[src/design/scol_pkg.sv]
// package for the sorted cost open list
// holds sizes, entry and command types, status codes and controller states
// no dependencies
`timescale 1ns / 1ps

package scol_pkg;

  localparam int LIST_DEPTH  = 64;
  localparam int COST_BITS   = 24;
  localparam int CNT_W       = $clog2(LIST_DEPTH + 1);
  localparam int PFX_LEVELS  = $clog2(LIST_DEPTH);
  localparam int COORD_W     = 8;
  localparam int FLAG_W      = 8;
  localparam int IN_COST_W   = 24;
  localparam int COUNT_OUT_W = 7;
  localparam int STATUS_W    = 2;

  typedef enum logic [STATUS_W-1:0] {
    STAT_OK        = 2'd0,
    STAT_EMPTY     = 2'd1,
    STAT_NOT_FOUND = 2'd2,
    STAT_FULL      = 2'd3
  } status_t;

  typedef enum logic {
    OP_INSERT = 1'b0,
    OP_REMOVE = 1'b1
  } opcode_t;

  typedef struct packed {
    logic [COORD_W-1:0]   x;
    logic [COORD_W-1:0]   y;
    logic [COORD_W-1:0]   px;
    logic [COORD_W-1:0]   py;
    logic [COST_BITS-1:0] cost;
    logic [FLAG_W-1:0]    flags;
  } entry_t;

  // broadcast from the controller to every cell
  typedef struct packed {
    logic    eval;
    logic    apply;
    opcode_t opcode;
    entry_t  item;
  } cell_cmd_t;

  typedef enum logic [2:0] {
    ST_IDLE,
    ST_EVAL,
    ST_SCAN,
    ST_APPLY,
    ST_REPLY
  } fsm_t;

endpackage

[src/design/scol_cell.sv]
// one slot of the open list chain
// depends on scol_pkg for the entry and command types
`timescale 1ns / 1ps

module scol_cell import scol_pkg::*; (
  input  logic      clk,
  input  cell_cmd_t cmd,
  input  logic      valid_i,
  input  entry_t    left_entry,
  input  logic      left_pre,
  input  entry_t    right_entry,
  input  logic      pre_i,
  output logic      flag_o,
  output entry_t    entry_o
);

  entry_t entry_r;
  logic   flag_r;
  logic   flag_nxt;
  entry_t entry_nxt;

  always_comb begin
    unique case (cmd.opcode)
      OP_INSERT: begin
        // slot is at or past the insertion point
        flag_nxt  = !valid_i || (entry_r.cost >= cmd.item.cost);
        entry_nxt = left_pre ? left_entry : cmd.item;
      end
      OP_REMOVE: begin
        flag_nxt  = valid_i && (entry_r.x == cmd.item.x) && (entry_r.y == cmd.item.y);
        entry_nxt = right_entry;
      end
      default: begin
        flag_nxt  = 1'b0;
        entry_nxt = entry_r;
      end
    endcase
  end

  always_ff @(posedge clk) begin
    if (cmd.eval) begin
      flag_r <= flag_nxt;
    end
    if (cmd.apply && pre_i) begin
      entry_r <= entry_nxt;
    end
  end

  assign flag_o  = flag_r;
  assign entry_o = entry_r;

endmodule

[config.mk]
export PLATFORM = sky130hd
export DESIGN_NAME = scol_cell
export DESIGN_NICKNAME = d
export VERILOG_FILES = /design/src/design/scol_pkg.sv /design/src/design/scol_cell.sv
export SDC_FILE = /design/constraint.sdc
export NUM_CORES = 1
export LEC_CHECK = 0
export ABC_AREA = 1
export BUFFER_PORTS_ARGS = -buffer_cell sky130_fd_sc_hd__buf_2
export CELL_PAD_IN_SITES_DETAIL_PLACEMENT = 0
export CELL_PAD_IN_SITES_GLOBAL_PLACEMENT = 2
export CORE_UTILIZATION = 24
export DETAILED_ROUTE_END_ITERATION = 10
export HOLD_SLACK_MARGIN = 0.02
export PLACE_DENSITY_LB_ADDON = 0.1
export REMOVE_ABC_BUFFERS = 1
export SYNTH_ARGS = -nofsm -noshare
export SYNTH_HDL_FRONTEND = slang
export SYNTH_SLANG_ARGS = --single-unit
[constraint.sdc]
create_clock -name clk -period 3.75 [get_ports clk]
set_input_delay 0.5625 -clock clk [delete_from_list [all_inputs] [get_ports clk]]
set_output_delay 0.5625 -clock clk [all_outputs]
set_load 0.01 [all_outputs]
==> results.yml <==
sta:
  slew_violations: 0
  max_freq_mhz: 494
  worst_pin_slew_ns: 1.14
  hold_viol_final: 0
  fin_crit_sh_pct: 54.0
  rsz0062_at_grt: "no"
  finClkSkew_ns: 0.00475
  relSlewSlack_pct: 24.0
  final-setup-viol-count: 0
  finalSetupTns_ns: 0
  period_needed_ns: 2.03
  fin_ws_ns: 1.72
  whs_ns: 0.429
floorplanning:
  chipWidth_um: 134
  io_pins: 264
  fp.coreArea_um2: 17200
  initial_core_util_pct: 24.5
  num_rows: 48
  die_h_um: 134
  dieArea_um2: 18000
cts:
  cts_tree: "built"
  clock_latency_ns: 0.33
  clk_pin_slew_worst_paths_ns: 0.05
  cts_hold_buf: 0
  post_cts_buffers: 0
  cts.htree.levels: 3
  cts_buffers: 9
  numClockSinks: 65
  clk_path_buf_depth: 2
  cts-root-buf: "clkbuf_16"
  cts_resized: 0
power_and_ir_drop:
  power.switching_uw: 586
  p_int_uw: 1500
  vdd.ir_drop.worst_mv: 0.194
  combPwrFrac_pct: 21.5
  leakage_uw: 0.00291
  p_clk_share_pct: 35.6
  power_density_nw_per_um2: 355
  p_seq_share_pct: 42.9
  switching_share_pct: 28.1
flow_run:
  max_cap_violations: 0
layout:
  nNetsFinal: 986
  area_growth_pct: 40.2
  fill_cells: 1927
  final_layout_size_suffix_gt1_share_pct: 37.0
  finish.instance_area_um2: 5890
  final_common_cell: "buf_2"
  final_cell_mix: "buf_2 (263), a21oi_1 (120), nand2_1 (114)"
drt:
  final_antenna_net_count: 0
  drc_errors: 0
  met3_length_um: 1660
  vias_per_cell: 4.42
  routedWlPerCell_um: 14.9
  dr_wl_met2_um: 6900
  top_layer_used: "met4"
  wirelength_um: 14800
  vias: 4391
  drt_iter0_drc: 149
  drt-met1-wl_um: 6050
  first_pass_iters: 4
synth:
  syn_area_um2: 4200
  ys_seq_area_share_pct: 46.4
  synth.distinct_cells: 23
  yosys.area.top_type_share_pct: 46.4
  yosysWarnings: 0
  syn_avg_cell_area_um2: 8.18
  yosysTopAreaCell: "edfxtp_1"
  syn_inst: 514
  ys_top_cells_by_area: "edfxtp_1 (46%), a21oi_1 (14%), nand2_1 (10%)"
  synth-seq-cells: 65
global_route:
  track_usage_pct: 16.4
  grt_pass1_wl_um: 22500
  grt_max_degree: 71
  antenna_found_initial: 1
  grt_pass1_vias: 4421
  grt_overflow: 0
critical_path:
  path_class: "input port to flip-flop"
  crit_family: "buffers and inverters"
  crit_slowest_cell: "inv_2"
  cp_data_required_time_ns: 3.83
  worstPathArrival_ns: 2.11
  crit_fanout: 57
  critPathLaunchType: "input port"
  cp_slowest_stage_delay_ns: 0.66
  crit_buf_inv: 2
  crit_chain: "buf_2, inv_2, nand2_1, a21oi_1"
  endpoint_kind: "flip-flop"
place:
  dp_worst_setup_slack_ns: 1.37
  placed_area_um2: 5640
  gp_congestion: 0.758
  port_buffers: 263
  place_hpwl_um: 10600
worst_hold_path:
  hp-class: "input port to flip-flop"
run_status:
  outcome: "finished clean"
[per-stage QoR]
step | total power [uW] | std cells | utilization, %
after global routing | 2220 | 992 | 34.3
after floorplan | 1120 | 486 | -
final | 2090 | 993 | 34.3
after detailed placement | 1370 | 977 | 32.8
after CTS | 2140 | 992 | 34.3
after global placement | 1370 | 977 | 32.8
[power groups by stage]
stage,clock (uW),sequential (uW),combinational [uW]
after floorplan,0,938,182
after global placement,0,911,457
after detailed placement,0,912,457
after CTS,782,897,459
after global routing,805,903,512
final,744,897,449
[worst register-to-register path, stage by stage (launching register included)]
cell and delay (ns):
edfxtp_1 0.38, ha_1 0.33, nand2_1 0.08, inv_1 0.03
o21ai_0 0.14, nand3_1 0.10, nor2_1 0.12, nand3_1 0.10
nand2_1 0.07, nand2_1 0.06
[cells in the mapped netlist (all sizes together)]
| cell | number |
|---|---|
| or2 | 2 |
| inv | 51 |
| nor3 | 2 |
| nand2 | 114 |
| o21ai | 4 |
| nand4 | 4 |
| nor2 | 72 |
| a21oi | 121 |
| edfxtp | 65 |
| clkbuf | 3 |
| o21a | 5 |
| buf | 25 |
| a21o | 1 |
| nand3 | 5 |
| xnor2 | 4 |
| xor2 | 3 |
| o211ai | 9 |
| ha | 24 |
[sequential cells by signal, summed over array words and instances (netlist names)]
register and count:
entry_o 64, flag_o 1
[worst paths after layout]
| check | from | endpoint | slack (ns) | cells past startpoint |
|---|---|---|---|---|
| max | left_pre | entry_o[40]$_DFFE_PP_ | 1.72 | 4 |
| min | cmd[66] | flag_o$_DFFE_PP_ | 0.43 | 1 |
| max reg2reg | entry_o[29]$_DFFE_PP_ | flag_o$_DFFE_PP_ | 2.09 | 9 |
| min reg2reg | entry_o[59]$_DFFE_PP_ | flag_o$_DFFE_PP_ | 0.86 | 4 |
[cells by family after synthesis]
logic type                 share of synthesized area [%]
AOI/OAI and AO/OA                                   17.7
adders and majority gates                           7.15
DFF                                                 46.4
buffers and inverters                               8.96
xor gates and xnor gates                            1.46
and+or+nand+nor                                     18.3
[metal layers]
metal | global-route usage [%] | up-vias
li1 | - | 2231
met1 | 18.3 | 1959
met2 | 28.1 | 189
met4 | 5.62 | 0
met3 | 7.03 | 12
met5 | 0 | -
[cell type report]
| type | count | area, um^2 | area share [%] |
|---|---|---|---|
| multi-input combinational | 370 | 1870 | 31.8 |
| sequential | 65 | 1950 | 33.1 |
| clock buffer | 9 | 225 | 3.82 |
| antenna | 1 | 2.50 | 0.0425 |
| timing repair buffer | 266 | 1340 | 22.7 |
| inverter | 51 | 194 | 3.29 |
| clock inverter | 6 | 26.3 | 0.446 |
| tap | 225 | 282 | 4.78 |
(Power assumes the default switching activity.)
