$ cat src/design/scol_pkg.sv
// package for the sorted cost open list
// holds sizes, entry and command types, status codes and controller states
// no dependencies
`timescale 1ns / 1ps

package scol_pkg;

  localparam int LIST_DEPTH  = 64;
  localparam int COST_BITS   = 24;
  localparam int CNT_W       = $clog2(LIST_DEPTH + 1);
  localparam int PFX_LEVELS  = $clog2(LIST_DEPTH);
  localparam int COORD_W     = 8;
  localparam int FLAG_W      = 8;
  localparam int IN_COST_W   = 24;
  localparam int COUNT_OUT_W = 7;
  localparam int STATUS_W    = 2;

  typedef enum logic [STATUS_W-1:0] {
    STAT_OK        = 2'd0,
    STAT_EMPTY     = 2'd1,
    STAT_NOT_FOUND = 2'd2,
    STAT_FULL      = 2'd3
  } status_t;

  typedef enum logic {
    OP_INSERT = 1'b0,
    OP_REMOVE = 1'b1
  } opcode_t;

  typedef struct packed {
    logic [COORD_W-1:0]   x;
    logic [COORD_W-1:0]   y;
    logic [COORD_W-1:0]   px;
    logic [COORD_W-1:0]   py;
    logic [COST_BITS-1:0] cost;
    logic [FLAG_W-1:0]    flags;
  } entry_t;

  // broadcast from the controller to every cell
  typedef struct packed {
    logic    eval;
    logic    apply;
    opcode_t opcode;
    entry_t  item;
  } cell_cmd_t;

  typedef enum logic [2:0] {
    ST_IDLE,
    ST_EVAL,
    ST_SCAN,
    ST_APPLY,
    ST_REPLY
  } fsm_t;

endpackage

$ cat src/design/scol_prefix.sv
// registered prefix or over the cell flags
// depends on scol_pkg for the list depth
`timescale 1ns / 1ps

module scol_prefix import scol_pkg::*; (
  input  logic                  clk,
  input  logic                  load,
  input  logic [LIST_DEPTH-1:0] flags_i,
  output logic [LIST_DEPTH-1:0] pre_o
);

  logic [LIST_DEPTH-1:0] lvl [PFX_LEVELS+1];
  logic [LIST_DEPTH-1:0] pre_r;

  assign lvl[0] = flags_i;

  // log-depth scan, distance doubles each level
  for (genvar k = 1; k <= PFX_LEVELS; k++) begin : g_lvl
    for (genvar i = 0; i < LIST_DEPTH; i++) begin : g_bit
      if (i >= (1 << (k - 1))) begin : g_or
        assign lvl[k][i] = lvl[k-1][i] | lvl[k-1][i - (1 << (k - 1))];
      end else begin : g_pass
        assign lvl[k][i] = lvl[k-1][i];
      end
    end
  end

  always_ff @(posedge clk) begin
    if (load) begin
      pre_r <= lvl[PFX_LEVELS];
    end
  end

  assign pre_o = pre_r;

endmodule

$ cat config.mk
export PLATFORM = sky130hd
export DESIGN_NAME = scol_prefix
export DESIGN_NICKNAME = d
export VERILOG_FILES = /design/src/design/scol_pkg.sv /design/src/design/scol_prefix.sv
export SDC_FILE = /design/constraint.sdc
export NUM_CORES = 1
export LEC_CHECK = 0
export BUFFER_PORTS_ARGS = -buffer_cell sky130_fd_sc_hd__buf_4
export CAP_MARGIN = 40
export CORE_MARGIN = 3
export CORE_UTILIZATION = 49
export DETAILED_ROUTE_END_ITERATION = 16
export GPL_ROUTABILITY_DRIVEN = 0
export PLACE_DENSITY_LB_ADDON = 0.05
export SLEW_MARGIN = 20
export SYNTH_ARGS = -nofsm -noshare
export SYNTH_HDL_FRONTEND = slang
export SYNTH_SLANG_ARGS = --single-unit
$ cat constraint.sdc
create_clock -name clk -period 5.66 [get_ports clk]
set_clock_uncertainty 0.2 [all_clocks]
set_input_delay 1.132 -clock clk [delete_from_list [all_inputs] [get_ports clk]]
set_output_delay 1.132 -clock clk [all_outputs]
set_load 0.02 [all_outputs]
==> results of run 1 <==
[per-stage QoR]
stage               setup slack [ns]  cell area (µm²)  total power [mW]
CTS                             2.10             3910              1.06
global route                    1.95             3910              1.09
global placement                1.82             3730             0.695
floorplan                       2.02             2680             0.606
finish                          2.09             3910              1.05
detailed placement              1.74             3730             0.697
[area by class of cell]
cell class                 instances  area (µm²)  area share
clock buffer                      11         131      0.0336
clock inverter                     5        47.5      0.0122
inverter                           6        22.5     0.00577
multi-input combinational        119         727       0.186
sequential                        64        1920       0.492
tap                               70        87.6      0.0224
timing repair buffer             129         968       0.248
[layout by cell type (no fill, tap or decap), types with 2 or more instances in the layout]
cell type	synthesis	routed
and2_1	2	2
buf_4	0	129
clkbuf_1	1	2
clkbuf_8	0	9
clkinv_1	0	2
clkinv_2	0	2
edfxtp_1	64	64
inv_1	5	5
nand2_1	19	19
nand2b_1	3	3
nand3_1	4	4
nand3b_1	8	8
nand4_1	3	3
nand4b_1	2	2
nor2_1	17	17
nor3_1	16	16
or2_2	10	10
or3_1	14	14
or3_4	4	4
or4_1	7	7
or4_4	2	2
[logic make-up after synthesis]
kind of cell           after synthesis  synth area share
buffers and inverters                7           0.00982
flip-flops                          64             0.718
AND/OR/NAND/NOR                    119             0.272
[final timing paths]
kind,startpoint,end,slack (ns)
max,flags_i[21],pre_o[63],2.09
min,flags_i[0],pre_o[0],0.79
[where the power goes]
group	total, mW	switching (mW)	internal, mW
registers	0.552	0.00719	0.545
logic	0.134	0.0705	0.0634
clock network	0.362	0.163	0.199
[metal layers]
layer | wire length, µm | GRT usage
met1 | 2310 | 0.236
met2 | 3180 | 0.332
met3 | 709 | 0.0677
met4 | 134 | 0.118
met5 | 0 | 0
==> flow_summary.json, run 1 <==
{
  "cts_tree": "built",
  "path_depth": 7,
  "cp_slowest_stage_delay_ns": 0.68,
  "placed_cells": 388,
  "synthesis.area_mm2": 0.00268,
  "grt-ovfl-total": 0,
  "power_density_mw_per_mm2": 268,
  "cts_hold_buf": 0,
  "path_max_fanout": 10,
  "tightest_slew_ns": 0.783,
  "start_util": 0.514,
  "synthFlopType": "edfxtp_1",
  "drt_first_pass_iters": 4,
  "crit_slowest_cell": "nor3_1",
  "path_cells": "buf_4, or4_4, or3_4, nor4_4, inv_2, nor3_1, nand3b_1",
  "synth_most_common_cell": "edfxtp_1",
  "row_count": 26,
  "cts_resized": 0,
  "final_cells": 404,
  "die_h_um": 79.9,
  "tns_ns": 0,
  "coreArea_mm2": 0.00520,
  "antennaDiodeCount": 0,
  "areaGrowthSynthToFinish_pct": 46.0,
  "synth_edf_count": 64,
  "maxSlewViolCount": 0,
  "wirelength_um": 6330,
  "cts.sinks": 64,
  "syn_avg_cell_area_um2": 14.1,
  "final_net_count": 395,
  "slew_headroom": 0.474,
  "cts_max_level": 3,
  "hold_slack_ns": 0.791,
  "place_hpwl_um": 4850,
  "grt_setup_unrepaired": "no",
  "drc": 0,
  "grtUsageTotal": 0.205,
  "worst_ir_drop_vdd_mv": 0.189,
  "yosys.cell_types.count": 26,
  "cts.path.max_buffers": 2,
  "final_layout_size_suffix_gt1_frac": 0.485,
  "drt_iter0_markers": 143,
  "port_buffers": 129,
  "cts_root_buf": "clkbuf_8",
  "status": "complete, no violations",
  "ys_warn_count": 0,
  "synthesis.instances": 190,
  "die_area_mm2": 0.00638,
  "synth_seq_area_share": 0.718,
  "drv_cap": 0,
  "crit_family": "simple AND/OR/NAND/NOR gates",
  "p_leak_nw": 1.50,
  "synth_area_leaders": "edfxtp_1 (72%), or3_1 (3.3%), nor3_1 (3.0%), nand2_1 (2.7%), nor2_1 (2.4%)",
  "hold_violations": 0,
  "ys_async_sr_fraction": 0,
  "hp-class": "primary input to flop",
  "cts_made_buffers": 9,
  "largest_reg_flops": 64,
  "end_kind": "flop",
  "avgRoutedWirePerCell_um": 15.7,
  "vias": 2106,
  "antenna_found_initial": 0,
  "syn_nets": 256,
  "first_global_vias": 2015,
  "final_util": 0.750,
  "min_path_cells": 1,
  "clk_pin_slew_ns": 0.06,
  "fillers": 357,
  "required_ns": 5.50,
  "grt_pass1_wl_um": 9650,
  "worst-setup-path-type": "primary input to flop",
  "critPathLaunchType": "primary input",
  "fp.dieW_um": 79.9,
  "yosysTopAreaCell": "edfxtp_1",
  "synth_common_cells": "edfxtp_1 (64), nand2_1 (19), nor2_1 (17)",
  "synth_top_area_frac": 0.718,
  "fin_crit_sh": 0.631,
  "path_buf_inv": 2,
  "final_antenna_net_count": 0,
  "cts_setup_buffers": 0,
  "ioPinCount": 130,
  "grt_max_degree": 65,
  "ys_ff_latch": 64,
  "setup_viol": 0,
  "fin_crit_ns": 3.57,
  "routed_via_density": 5.21,
  "critical_path_arrival_ns": 3.41,
  "max_clock_freq_mhz": 280
}
No activity file was read; power rests on OpenSTA's default activity.
==> run 2: changes to the inputs <==
--- a/config.mk
+++ b/config.mk
@@ -8,7 +8,7 @@
 export BUFFER_PORTS_ARGS = -buffer_cell sky130_fd_sc_hd__buf_4
 export CAP_MARGIN = 40
 export CORE_MARGIN = 3
-export CORE_UTILIZATION = 49
+export CORE_UTILIZATION = 41
 export DETAILED_ROUTE_END_ITERATION = 16
 export GPL_ROUTABILITY_DRIVEN = 0
 export PLACE_DENSITY_LB_ADDON = 0.05
==> constraint.sdc (replaced) <==
create_clock -name clk -period 3.1 [get_ports clk]
set_clock_uncertainty 0.2 [all_clocks]
set_input_delay 0.62 -clock clk [delete_from_list [all_inputs] [get_ports clk]]
set_output_delay 0.62 -clock clk [all_outputs]
set_load 0.02 [all_outputs]
==> run 2 against run 1 <==
Against the previous run: cell area grew 3.0%; first-iteration DRC count shrank 36%; critical path depth is the same; hold slack lost 0.43 ns; via count grew 0.47%; non-clock buffer count grew 20; flip-flop and latch count is the same; die area grew 18%; sequential share of layout area shrank 1.4 points; wire length grew 7.2%.
==> flow_summary.json, run 2 (synthesized netlist as in run 1, its figures left out) <==
{
  "status": "complete, no violations",
  "final_area_mm2": 0.00402,
  "vias": 2116,
  "ioPinCount": 130,
  "required_ns": 2.97,
  "fin_crit_sh": 0.927,
  "worst-setup-path-type": "primary input to flop",
  "cts_resized": 0,
  "die_area_mm2": 0.00753,
  "cts_setup_buffers": 0,
  "place_hpwl_um": 5320,
  "crit_family": "simple AND/OR/NAND/NOR gates",
  "hold_violations": 0,
  "grt-ovfl-total": 0,
  "grt_max_degree": 65,
  "path_max_fanout": 4,
  "min_path_cells": 2,
  "layout_setup_ws_ns": 0.227,
  "placed_cell_area_mm2": 0.00388,
  "layout_common_cells": "buf_4 (149), edfxtp_1 (64), nand2_1 (19), nor2_1 (17), nor3_1 (16)",
  "drt_iter0_markers": 92,
  "die_h_um": 86.8,
  "pre_cts_slack_ns": -0.123,
  "maxSlewViolCount": 0,
  "clk_pin_slew_ns": 0.06,
  "tightest_slew_ns": 0.807,
  "start_util": 0.436,
  "cts_root_buf": "clkbuf_8",
  "max_clock_freq_mhz": 348,
  "crit_top_cell": "or3_4",
  "final_layout_size_suffix_gt1_frac": 0.513,
  "final_net_count": 415,
  "seqCellArea_mm2": 0.00192,
  "cts_made_buffers": 9,
  "tns_ns": 0,
  "placed_cells": 413,
  "fillers": 503,
  "grt_setup_unrepaired": "no",
  "p_leak_nw": 1.58,
  "final_cells": 426,
  "fin_crit_ns": 2.87,
  "critPathLaunchType": "primary input",
  "cts_tree": "built",
  "multiInputGateArea_um2": 727,
  "areaGrowthSynthToFinish_pct": 50.4,
  "cts_max_level": 3,
  "hold_end": "pre_o[33]",
  "fp.dieW_um": 86.8,
  "antennaDiodeCount": 0,
  "cp_slowest_stage_delay_ns": 0.52,
  "grtUsageTotal": 0.186,
  "hp-class": "primary input to flop",
  "drt_first_pass_iters": 4,
  "antenna_found_initial": 0,
  "routed_via_density": 4.97,
  "largest_reg_flops": 64,
  "drc": 0,
  "cts.path.max_buffers": 2,
  "critical_path_arrival_ns": 2.74,
  "final_common_cell": "buf_4",
  "final_util": 0.656,
  "cts_hold_buf": 0,
  "hp-start": "flags_i[33]",
  "end_kind": "flop",
  "hold_slack_ns": 0.365,
  "row_count": 28,
  "power.total_mw": 1.81,
  "avgRoutedWirePerCell_um": 15.9,
  "power_density_mw_per_mm2": 451,
  "final_antenna_net_count": 0,
  "wirelength_um": 6780,
  "slew_headroom": 0.462,
  "port_buffers": 129,
  "path_cells": "buf_4, or4_4, or3_4, nor4_4, inv_2, or3_4, or4b_1",
  "crit_slowest_cell": "or4_4",
  "first_global_vias": 2111,
  "cts.sinks": 64,
  "worst_ir_drop_vdd_mv": 0.264,
  "coreArea_mm2": 0.00613,
  "setup_viol": 0,
  "drv_cap": 0,
  "grt_pass1_wl_um": 10300,
  "path_buf_inv": 2
}
run 2: cell count changes in the layout (fill, tap and decap cells not counted), sizes merged:
cell	delta
bufinv	-1
buf	+20
clkinv	-1
clkbuf	-1
run 2: worst max-delay path by stage:
stage	from	to	slack [ns]	cells past startpoint
3_5_place_dp	flags_i[21]	pre_o[50]	-0.12	7
6_report	flags_i[21]	pre_o[50]	0.23	7
2_1_floorplan	flags_i[21]	pre_o[50]	-0.03	6
3_3_place_gp	flags_i[21]	pre_o[50]	-0.09	7
4_1_cts	flags_i[21]	pre_o[50]	0.24	7
5_1_grt	flags_i[21]	pre_o[55]	0.17	8
run 2: routing by layer:
layer	up-vias	wire length [µm]	global-route usage
met5	-	0	0
met4	0	67	0.0637
met3	7	713	0.0760
met2	93	3450	0.309
met1	980	2550	0.220
li1	1036	-	-
run 2: layout make-up:
class,instances,share of cell area
tap,75,0.0233
sequential,64,0.478
timing repair buffer,149,0.278
clock buffer,10,0.0317
inverter,6,0.00560
clock inverter,3,0.00311
multi-input combinational,119,0.181
run 2: power breakdown:
part           internal (mW)  switching [mW]  total, mW
Combinational          0.122           0.132      0.254
Sequential             0.995          0.0128       1.01
Clock                  0.270           0.282      0.552
==> run 3: changes to the inputs <==
--- a/config.mk
+++ b/config.mk
@@ -5,10 +5,11 @@
 export SDC_FILE = /design/constraint.sdc
 export NUM_CORES = 1
 export LEC_CHECK = 0
+export ABC_AREA = 1
 export BUFFER_PORTS_ARGS = -buffer_cell sky130_fd_sc_hd__buf_4
 export CAP_MARGIN = 40
 export CORE_MARGIN = 3
-export CORE_UTILIZATION = 41
+export CORE_UTILIZATION = 44
 export DETAILED_ROUTE_END_ITERATION = 16
 export GPL_ROUTABILITY_DRIVEN = 0
 export PLACE_DENSITY_LB_ADDON = 0.05
==> run 3 against run 2 <==
Against the previous run: fmax grew 63%; flip-flop and latch count stayed put; synthesized area grew 22%; utilization grew 0.53 points.
==> flow_summary.json, run 3 <==
{
  "grt-ovfl-total": 0,
  "drc": 0,
  "yosys.cell_types.count": 7,
  "critical_path_arrival_ns": 1.66,
  "final_net_count": 607,
  "final_layout_size_suffix_gt1_frac": 0.304,
  "synthFlopType": "edfxtp_1",
  "synth_area_leaders": "edfxtp_1 (59%), nor2_1 (17%), nand2_1 (15%), inv_1 (4.8%), nor2_2 (1.7%)",
  "row_count": 30,
  "syn_nets": 466,
  "antenna_found_initial": 0,
  "routed_via_density": 4.74,
  "cts.path.max_buffers": 2,
  "cts.sinks": 64,
  "drv_cap": 0,
  "slew_headroom": 0.796,
  "cts_resized": 0,
  "cp-startpoint": "flags_i[19]",
  "placed_cell_area_mm2": 0.00435,
  "synthesis.area_mm2": 0.00326,
  "worst_ir_drop_vdd_mv": 0.341,
  "drt_iter0_markers": 158,
  "vias": 3040,
  "first_global_vias": 2927,
  "p_sw_frac": 0.238,
  "synth_top_area_frac": 0.589,
  "end_kind": "flop",
  "cts_setup_buffers": 0,
  "power_density_mw_per_mm2": 470,
  "fp.dieW_um": 92.1,
  "crit_path_end": "pre_o[60]",
  "ys_warn_count": 0,
  "layout_setup_ws_ns": 1.34,
  "die_h_um": 92.1,
  "ys_ff_latch": 64,
  "die_area_mm2": 0.00848,
  "grt_max_degree": 65,
  "yosysTopAreaCell": "edfxtp_1",
  "switchingPower_mw": 0.516,
  "tns_ns": 0,
  "fin_crit_ns": 1.76,
  "ys_async_sr_fraction": 0,
  "pre_cts_slack_ns": 0.981,
  "wirelength_um": 9160,
  "critPathLaunchType": "primary input",
  "synthesis.instances": 400,
  "areaGrowthSynthToFinish_pct": 41.7,
  "clk_pin_slew_ns": 0.08,
  "max_clock_freq_mhz": 567,
  "layout_common_cells": "nor2_1 (144), nand2_1 (129), buf_4 (129), edfxtp_1 (64), inv_1 (42)",
  "tightest_slew_ns": 0.306,
  "avgRoutedWirePerCell_um": 14.3,
  "power_frac_comb": 0.130,
  "final_antenna_net_count": 0,
  "fin_crit_sh": 0.569,
  "fillers": 649,
  "p_int_mw": 1.66,
  "coreArea_mm2": 0.00698,
  "clock_power_share": 0.406,
  "final_common_cell": "nor2_1",
  "placed_cells": 625,
  "ioPinCount": 130,
  "place_hpwl_um": 7480,
  "worst-setup-path-type": "primary input to flop",
  "synth_edf_count": 64,
  "port_buffers": 129,
  "path_max_fanout": 3,
  "grt_setup_unrepaired": "no",
  "grt_pass1_wl_um": 14400,
  "final_cells": 642,
  "setup_viol": 0,
  "synth_common_cells": "nor2_1 (144), nand2_1 (129), edfxtp_1 (64)",
  "grtUsageTotal": 0.224,
  "hold_violations": 0,
  "cts_made_buffers": 9,
  "maxSlewViolCount": 0,
  "syn_avg_cell_area_um2": 8.15,
  "seqPwrFrac": 0.464,
  "start_util": 0.467,
  "required_ns": 3.00,
  "cts_root_buf": "clkbuf_8",
  "status": "complete, no violations",
  "hp-class": "primary input to flop",
  "hold_slack_ns": 0.304,
  "cts_max_level": 3,
  "drt_first_pass_iters": 4,
  "antennaDiodeCount": 0,
  "cts_hold_buf": 0,
  "synth_most_common_cell": "nor2_1",
  "largest_reg_flops": 64,
  "cts_tree": "built",
  "synth_seq_area_share": 0.589,
  "final_area_mm2": 0.00462,
  "p_leak_nw": 1.78
}
-- run 3: power groups by stage --
stage          registers, mW  clock network [mW]  logic (mW)
4_1_cts                 1.01               0.893       0.281
6_report                1.01               0.881       0.283
3_5_place_dp            1.03                   0       0.280
2_1_floorplan           1.09                   0      0.0442
5_1_grt                 1.01               0.935       0.303
3_3_place_gp            1.03                   0       0.279
-- run 3: worst max-delay path: stages --
cell	delay [ns]
buf_4	0.11
nor2_1	0.15
nand2_1	0.11
nor2_1	0.26
nand2_1	0.11
nor2_1	0.21
nand2_1	0.09
-- run 3: cell families after synthesis --
kind of cell | count (synthesis) | share of synthesized area
AND/OR/NAND/NOR | 294 | 0.362
flip-flops | 64 | 0.589
buffers and inverters | 42 | 0.0483
-- run 3: worst min-delay path by stage --
stage	to	startpoint	cells past startpoint	slack (ns)
2_1_floorplan	pre_o[0]	flags_i[0]	0	0.52
3_3_place_gp	pre_o[0]	flags_i[0]	1	0.65
3_5_place_dp	pre_o[0]	flags_i[0]	1	0.65
4_1_cts	pre_o[0]	flags_i[0]	1	0.29
5_1_grt	pre_o[0]	flags_i[0]	1	0.29
6_report	pre_o[0]	flags_i[0]	1	0.30
-- run 3: layout make-up --
class	count	area, µm²	share of cell area
Inverter	42	158	0.0341
Timing Repair Buffer	130	996	0.216
Tap cell	96	120	0.0260
Clock inverter	7	119	0.0257
Multi-Input combinational cell	294	1180	0.256
Clock buffer	9	124	0.0268
Sequential cell	64	1920	0.416
-- run 3: routing by layer --
metal  vias to the layer above  GRT usage  wire length [µm]
met5                         -          0                 0
met4                         0     0.0817               147
met3                        13     0.0927              1150
met2                       152      0.336              3940
met1                      1356      0.291              3920
li1                       1519          -                 -
-- run 3: per-stage QoR --
step | util | total power, mW
2_1_floorplan | - | 1.13
4_1_cts | 0.658 | 2.18
6_report | 0.662 | 2.17
3_3_place_gp | 0.623 | 1.31
5_1_grt | 0.662 | 2.25
3_5_place_dp | 0.623 | 1.31
